File: src/hdl/hrg_pkg.sv
// Shared types and constants for the hard rod gas event step block.
`timescale 1ns / 1ps
package hrg_pkg;

   localparam int NUM_P     = 32;
   localparam int IDX_W     = 5;
   localparam int VAL_W     = 32;
   localparam int CNT_W     = 6;
   localparam int CSR_IDX_W = 2;
   localparam int DIVN_W    = 51;
   localparam int DIVD_W    = 32;

   localparam logic [CSR_IDX_W-1:0] CSR_LEFT_WALL  = 2'd0;
   localparam logic [CSR_IDX_W-1:0] CSR_RIGHT_WALL = 2'd1;
   localparam logic [CSR_IDX_W-1:0] CSR_COUNT      = 2'd2;

   localparam logic [1:0] MODE_LOAD = 2'd0;
   localparam logic [1:0] MODE_STEP = 2'd1;
   localparam logic [1:0] MODE_READ = 2'd2;

   localparam logic [1:0] KIND_NONE  = 2'd0;
   localparam logic [1:0] KIND_LEFT  = 2'd1;
   localparam logic [1:0] KIND_PAIR  = 2'd2;
   localparam logic [1:0] KIND_RIGHT = 2'd3;

   typedef enum logic [1:0] {
      RSP_ZERO,
      RSP_READ,
      RSP_STEP
   } hrg_rsp_sel_type;

   typedef struct packed {
      logic [1:0]        mode;
      logic [4:0]        slot;
      logic signed [31:0] position_in;
      logic signed [31:0] velocity_in;
      logic [15:0]       mass_in;
      logic [30:0]       radius_in;
   } hrg_req_type;

   typedef struct packed {
      logic [1:0]        event_kind;
      logic [4:0]        event_index;
      logic [31:0]       event_time;
      logic signed [31:0] position_out;
      logic signed [31:0] velocity_out;
   } hrg_rsp_type;

   typedef struct packed {
      logic             rd_en;
      logic [IDX_W-1:0] rd_addr;
      logic             cap;
      logic             clr_best;
      logic [1:0]       cand;
      logic [IDX_W-1:0] cand_idx;
      logic             mul_adv;
      logic             wr_pos;
      logic             wr_neg;
      logic             mul_mom;
      logic             sum_mom;
      logic             div_mom;
      logic             wr_pair0;
      logic             wr_pair1;
      logic [IDX_W-1:0] wr_addr;
      logic             wr_load;
      logic             rsp_load;
      hrg_rsp_sel_type  rsp_sel;
   } hrg_cmd_type;

   typedef struct packed {
      logic             n_zero;
      logic [IDX_W-1:0] last;
      logic             busy;
      logic [1:0]       kind;
      logic [IDX_W-1:0] idx;
   } hrg_status_type;

endpackage

File: src/hdl/hrg_ctrl.sv
// Controller: handshakes and the sequence of a step over the particle stores.
`timescale 1ns / 1ps
module hrg_ctrl (
   input  logic                    clock,
   input  logic                    reset,
   input  logic                    req_valid,
   output logic                    req_stall,
   input  hrg_pkg::hrg_req_type    req_beat,
   output logic                    rsp_valid,
   input  logic                    rsp_stall,
   output hrg_pkg::hrg_cmd_type    cmd,
   input  hrg_pkg::hrg_status_type status
);
   import hrg_pkg::*;

   typedef enum logic [4:0] {
      S_IDLE, S_RD_WAIT, S_CAP0, S_LEFT, S_SWAIT, S_PCAP, S_PAIR, S_RIGHT,
      S_RWAIT, S_ACAP, S_AMUL, S_AWR, S_VEL, S_NCAP, S_NWR, S_MCAP0, S_MCAP1,
      S_MMUL, S_MSUM, S_MDIV, S_MWAIT, S_MWR0, S_MWR1, S_DONE
   } state_type;

   state_type        state_ff, state_in;
   logic [IDX_W-1:0] i_ff, i_in;
   logic             rsp_valid_ff, rsp_valid_in;
   logic             out_free, req_take;

   assign out_free  = !rsp_valid_ff || !rsp_stall;
   assign req_stall = !((state_ff == S_IDLE) && out_free);
   assign req_take  = req_valid && !req_stall;

   always_comb begin
      cmd          = '0;
      cmd.rsp_sel  = RSP_ZERO;
      state_in     = state_ff;
      i_in         = i_ff;
      rsp_valid_in = rsp_valid_ff && rsp_stall;
      unique case (state_ff)
         S_IDLE: begin
            if (req_take) begin
               unique case (req_beat.mode)
                  MODE_LOAD: begin
                     cmd.wr_load  = 1'b1;
                     cmd.rsp_load = 1'b1;
                     rsp_valid_in = 1'b1;
                  end
                  MODE_READ: begin
                     cmd.rd_en   = 1'b1;
                     cmd.rd_addr = req_beat.slot;
                     state_in    = S_RD_WAIT;
                  end
                  MODE_STEP: begin
                     if (status.n_zero) begin
                        cmd.rsp_load = 1'b1;
                        rsp_valid_in = 1'b1;
                     end else begin
                        cmd.clr_best = 1'b1;
                        cmd.rd_en    = 1'b1;
                        i_in         = '0;
                        state_in     = S_CAP0;
                     end
                  end
                  default: begin
                     cmd.rsp_load = 1'b1;
                     rsp_valid_in = 1'b1;
                  end
               endcase
            end
         end
         S_RD_WAIT: begin
            cmd.rsp_load = 1'b1;
            cmd.rsp_sel  = RSP_READ;
            rsp_valid_in = 1'b1;
            state_in     = S_IDLE;
         end
         S_CAP0: begin
            cmd.cap  = 1'b1;
            state_in = S_LEFT;
         end
         S_LEFT: begin
            cmd.cand = KIND_LEFT;
            state_in = S_SWAIT;
         end
         S_SWAIT: begin
            if (!status.busy) begin
               if (i_ff == status.last) begin
                  state_in = S_RIGHT;
               end else begin
                  cmd.rd_en   = 1'b1;
                  cmd.rd_addr = i_ff + 5'd1;
                  i_in        = i_ff + 5'd1;
                  state_in    = S_PCAP;
               end
            end
         end
         S_PCAP: begin
            cmd.cap  = 1'b1;
            state_in = S_PAIR;
         end
         S_PAIR: begin
            cmd.cand     = KIND_PAIR;
            cmd.cand_idx = i_ff - 5'd1;
            state_in     = S_SWAIT;
         end
         S_RIGHT: begin
            cmd.cand     = KIND_RIGHT;
            cmd.cand_idx = i_ff;
            state_in     = S_RWAIT;
         end
         S_RWAIT: begin
            if (!status.busy) begin
               if (status.kind == KIND_NONE) begin
                  state_in = S_DONE;
               end else begin
                  cmd.rd_en = 1'b1;
                  i_in      = '0;
                  state_in  = S_ACAP;
               end
            end
         end
         S_ACAP: begin
            cmd.cap  = 1'b1;
            state_in = S_AMUL;
         end
         S_AMUL: begin
            cmd.mul_adv = 1'b1;
            state_in    = S_AWR;
         end
         S_AWR: begin
            cmd.wr_pos  = 1'b1;
            cmd.wr_addr = i_ff;
            if (i_ff == status.last) begin
               state_in = S_VEL;
            end else begin
               cmd.rd_en   = 1'b1;
               cmd.rd_addr = i_ff + 5'd1;
               i_in        = i_ff + 5'd1;
               state_in    = S_ACAP;
            end
         end
         S_VEL: begin
            cmd.rd_en   = 1'b1;
            cmd.rd_addr = status.idx;
            state_in    = (status.kind == KIND_PAIR) ? S_MCAP0 : S_NCAP;
         end
         S_NCAP: begin
            cmd.cap  = 1'b1;
            state_in = S_NWR;
         end
         S_NWR: begin
            cmd.wr_neg  = 1'b1;
            cmd.wr_addr = status.idx;
            state_in    = S_DONE;
         end
         S_MCAP0: begin
            cmd.cap     = 1'b1;
            cmd.rd_en   = 1'b1;
            cmd.rd_addr = status.idx + 5'd1;
            state_in    = S_MCAP1;
         end
         S_MCAP1: begin
            cmd.cap  = 1'b1;
            state_in = S_MMUL;
         end
         S_MMUL: begin
            cmd.mul_mom = 1'b1;
            state_in    = S_MSUM;
         end
         S_MSUM: begin
            cmd.sum_mom = 1'b1;
            state_in    = S_MDIV;
         end
         S_MDIV: begin
            cmd.div_mom = 1'b1;
            state_in    = S_MWAIT;
         end
         S_MWAIT: begin
            if (!status.busy) begin
               state_in = S_MWR0;
            end
         end
         S_MWR0: begin
            cmd.wr_pair0 = 1'b1;
            cmd.wr_addr  = status.idx;
            state_in     = S_MWR1;
         end
         S_MWR1: begin
            cmd.wr_pair1 = 1'b1;
            cmd.wr_addr  = status.idx + 5'd1;
            state_in     = S_DONE;
         end
         S_DONE: begin
            if (out_free) begin
               cmd.rsp_load = 1'b1;
               cmd.rsp_sel  = RSP_STEP;
               rsp_valid_in = 1'b1;
               state_in     = S_IDLE;
            end
         end
         default: state_in = S_IDLE;
      endcase
   end

   always_ff @(posedge clock) begin
      if (reset) begin
         state_ff     <= S_IDLE;
         i_ff         <= '0;
         rsp_valid_ff <= 1'b0;
      end else begin
         state_ff     <= state_in;
         i_ff         <= i_in;
         rsp_valid_ff <= rsp_valid_in;
      end
   end

   assign rsp_valid = rsp_valid_ff;

endmodule

File: config.mk
export PLATFORM = sky130hd
export DESIGN_NAME = hrg_ctrl
export DESIGN_NICKNAME = d
export VERILOG_FILES = /design/src/hdl/hrg_pkg.sv /design/src/hdl/hrg_ctrl.sv
export SDC_FILE = /design/constraint.sdc
export NUM_CORES = 1
export LEC_CHECK = 0
export BUFFER_PORTS_ARGS = -buffer_cell sky130_fd_sc_hd__buf_2
export CORE_ASPECT_RATIO = 1.5
export CORE_MARGIN = 2
export CORE_UTILIZATION = 34
export CTS_BUF_LIST = sky130_fd_sc_hd__clkbuf_8
export DETAILED_ROUTE_END_ITERATION = 12
export GPL_ROUTABILITY_DRIVEN = 0
export GPL_TIMING_DRIVEN = 0
export PLACE_DENSITY = 0.86
export RECOVER_POWER = 25
export SKIP_CTS_REPAIR_TIMING = 1
export SLEW_MARGIN = 20
export SYNTH_ARGS = -nofsm -noshare
export SYNTH_HDL_FRONTEND = slang
export SYNTH_SLANG_ARGS = --single-unit
File: constraint.sdc
create_clock -name clock -period 1.6 [get_ports clock]
set_input_delay 0.16 -clock clock [delete_from_list [all_inputs] [get_ports clock]]
set_output_delay 0.16 -clock clock [all_outputs]
set_load 0.02 [all_outputs]
# After elaboration in Yosys (flattened, before gate mapping)
# Cells that the tools add are included.
# Widths: inputs -> output; s select.
# word_totals
inputBits	136
reg_bits	11
# op_classes
mux	58
eq_ne	37
n_reduce_logical	18
n_addsub	3
# ops
op	count
$pmux 5 s21	1
$mux 5	15
$eq 5x4->1 const B	8
$eq 5x5->1 const B	8
$pmux 5 s5	1
$mux 1	21
$eq 5x3->1 const B	4
$pmux 5 s2	2
$pmux 5 s4	1
$mux 6	3
$pmux 5 s3	1
$ne 2x2->1 const B	7
$reduce_and 7->1	2
$add 5x1->5 const B	2
$eq 5x2->1 const B	2
$reduce_or 2->1	4
$mux 2	3
$mux 3	2
$pmux 1 s2	3
$pmux 1 s3	2
$pmux 2 s3	1
$reduce_or 6->1	1
$eq 5x1->1 const B	1
$eq 5x5->1	1
14 further kinds	20

# Longest topological paths before layout
# logic_depth
depth_word	6
ltp_mapped	7

# Least setup slack after synthesis
# Ideal clock, no wire load.
# synth_timing
path_kind	register to output
startpoint	reg state_ff[3]
endpoint	out cmd[8] (netlist bit)
arrival_time_ns	1.803
path_buffers	2
setup_slack_ns	-0.363
stages_incl_launch_ff	6
cell_sequence	dfxtp_1 -> buf_6 -> clkbuf_1 -> nor2_1 -> nand2_1 -> o311ai_0
# synth_lines
element	line_no	text
start: declaration	hrg_ctrl.sv:22	state_type state_ff, state_in;
start signal: assignment	hrg_ctrl.sv:209	state_ff <= state_in;
end: declaration	hrg_ctrl.sv:11	output hrg_pkg::hrg_cmd_type cmd,

==> metrics.cfg <==
[timing]
relSlewSlack = 0.5304
finalSetupViolCount = 44
finalSetupTns_ps = -14950
fmax_mhz = 452.0
drv_slew = 0
worst_slew_pin_slew_ps = 704.4
hold_violations = 0
fin_skew_ps = 5.561
grt_setup_unrepaired = yes
fin_crit_sh = 1.383
min_period_ps = 2212
worst_slack_ps = -612.4

[die]
rows = 31
ios = 170
core_area_sq_um = 4848
initial_utilization = 0.3543
die_w_um = 62.04
die_area_sq_um = 5649
die_height_um = 91.06

[clocking]
cts_tree = built
cts_max_level = 1
clk_pin_slew_ps = 60
cts_max_path_buffers = 2
cts_root_buf = clkbuf_8
numCtsBuffers = 3
clkLatencyLatePin_ps = 240
clock_sink_count = 11

[cells_and_area]
antenna_cells = 0
drive_gt1_frac = 0.5855
area_growth_pct = 87.25
final_util = 0.6635
nets = 488
fillCellCount = 336

[worst_setup_path]
cp.required_ps = 1440
crit_fanout = 8
critPathTopFamily = simple AND/OR/NAND/NOR gates
slowest_delay_ps = 420
cp-end-kind = primary output
start_kind = flop
cp_cell_sequence = or3_4, nor3_4, and4_4, a32oi_1, o21ai_1, buf_4
crit_arrival_ps = 2050
crit_type = reg2out
crit_slowest_cell = or3_4
path_buf_inv = 1

[yosys]
synth-seq-cells = 11
yosysSeqAreaShare = 0.1282
synth_area_sq_um = 1718
synth-main-ff-cell = dfxtp_1
synth_fp_nets = 387
synthAdderAreaFrac = 0.04370
synth_compound_area_frac = 0.3350
yosys_warnings = 0
synthDistinctLibCells = 62
synth_edf_count = 0
synth_xor_area_frac = 0.07138
synth_simple_gate_area_frac = 0.3430
synth.area.mux_share = 0
async_flop_share = 0
synth_top_family_by_area = simple AND/OR/NAND/NOR gates
avgSynthCellArea_sq_um = 7.012
syn-instance-count = 245

[route]
vias = 2728
routedWlPerCell_um = 22.65
drt_pass1_iterations = 6
first_iter_violations = 269
drc_errors = 0
viasPerCell = 6.637
drt-total-wl_mm = 9.308
antenna_left = 0

[pwr]
p_int_w = 0.001611
power.static_leakage_nw = 1.345
pwr-share-comb = 0.782
p_clk_frac = 0.090
peakVddDrop_mv = 0.9037
power_density_nw_per_um2 = 985.4
power_frac_seq = 0.127
switching_share = 0.4919
p_switching_w = 0.001559

[global_routing]
overflow = 0
grt_pass1_wl_mm = 9.239
grt_pass1_vias = 2010
antenna_found_initial = 0
grtUsageTotal = 0.2111
gr-max-usage-layer = met2
grt_max_degree = 11
use_met3 = 0.03989
grtUsageMet2 = 0.3446
grt_use_met1 = 0.2569

[placement]
dp_hpwl_mm = 4.859
port_buffers = 58

[hold_path]
hold_class = in2reg

[run_status]
violations = negative setup slack
status = finished with violations

[job]
maxCapViolCount = 0

-- kinds of logic (layout without fill, tap and decap cells) --
kind of cell | count (synthesis) | after routing
DFF | 11 | 11
and+or+nand+nor | 113 | 113
AOI/OAI and AO/OA | 70 | 71
xor gates and xnor gates | 14 | 14
adders and majority gates | 6 | 6
buffers and inverters | 31 | 130
-- registers in the layout (all words and copies together) (netlist names) --
name / flops
rsp_valid: 1
state_ff: 5
i_ff: 5
-- area by class of cell --
cell class | instances | area (sq um) | area share
Multi-Input combinational cell | 204 | 1819 | 0.5655
Timing Repair Buffer | 96 | 804.5 | 0.2501
Sequential cell | 11 | 241.5 | 0.07507
Buffer | 16 | 167.7 | 0.05212
Tap cell | 66 | 82.58 | 0.02567
Inverter | 14 | 56.30 | 0.01750
Clock buffer | 3 | 41.29 | 0.01284
Clock inverter | 1 | 3.754 | 0.001167
-- cells in the final DEF, fill, tap and decap left out, types with 7 or more instances in the layout --
master,Yosys,final
buf_2,9,31
a21oi_1,10,7
buf_6,1,35
nand3_1,13,10
inv_1,13,10
xnor2_1,9,8
nand2_1,31,23
buf_4,0,35
nor2_1,23,14
o21ai_0,17,10
-- routing by layer --
layer  part of all wire  vias up
met3               0.10       87
met4              0.082        0
li1                   -     1111
met1               0.33     1241
met5                  0        -
met2               0.49      289
-- Yosys cell counts (2+ instances only) --
master	count	share of area
o211ai_1	4	0.017
o21ai_0	17	0.050
o311ai_0	2	0.010
nor4bb_1	2	0.012
o221ai_1	3	0.015
inv_1	13	0.028
a21oi_1	10	0.029
xnor2_1	9	0.046
dfxtp_1	11	0.13
and4_1	2	0.010
xor2_1	5	0.025
a221o_1	3	0.017
nor3_1	7	0.020
and2_1	4	0.015
nor2b_1	5	0.018
nand2_1	31	0.068
a32oi_1	2	0.010
o32ai_1	3	0.015
a221oi_1	2	0.010
o31ai_1	3	0.013
nor2_1	23	0.050
or3_1	4	0.015
clkbuf_1	6	0.013
nand3_1	13	0.038
buf_2	9	0.026
ha_1	6	0.044
and3_1	3	0.011
nand4_1	3	0.011
nand2b_1	6	0.022
nor4_1	2	0.0073
-- worst paths after layout --
path              cells after the start                     start  slack [ps]              endpoint
setup / recovery                      6  state_ff[2]$_SDFFE_PP0P_        -610               cmd[26]
setup reg to reg                      8  state_ff[3]$_SDFFE_PP0P_        -460  i_ff[4]$_SDFFE_PP0P_
hold reg to reg                       2      i_ff[0]$_SDFFE_PP0P_         590  i_ff[0]$_SDFFE_PP0P_
hold / removal                        3                     reset         290  i_ff[0]$_SDFFE_PP0P_
-- stage by stage --
step           cells  setup slack (ps)  power (W)  hold WS [ps]  instance area (sq um)
4_1_cts          373            -755.4   0.002096         255.1                   2248
3_3_place_gp     369            -467.2   0.001784         495.2                   2203
3_5_place_dp     369            -497.3   0.001823         497.6                   2203
2_1_floorplan    245            -245.3   0.001451         299.3                   1831
5_1_grt          411            -690.6   0.003237         264.2                   3217
6_report         411            -612.4   0.003170         293.5                   3217
-- power by group through the flow --
stage,clock [W],sequential [W],combinational (W)
3_3_place_gp,0,0.000354,0.00143
2_1_floorplan,0,0.000359,0.00109
3_5_place_dp,0,0.000355,0.00147
4_1_cts,0.000271,0.000349,0.00148
5_1_grt,0.000295,0.000402,0.00254
6_report,0.000286,0.000403,0.00248
-- tightest hold or removal path, delay by kind of cell --
family                 cells  cell delay, ps
AOI/OAI and AO/OA          2             160
buffers and inverters      1             170
(Power assumes the default switching activity.)
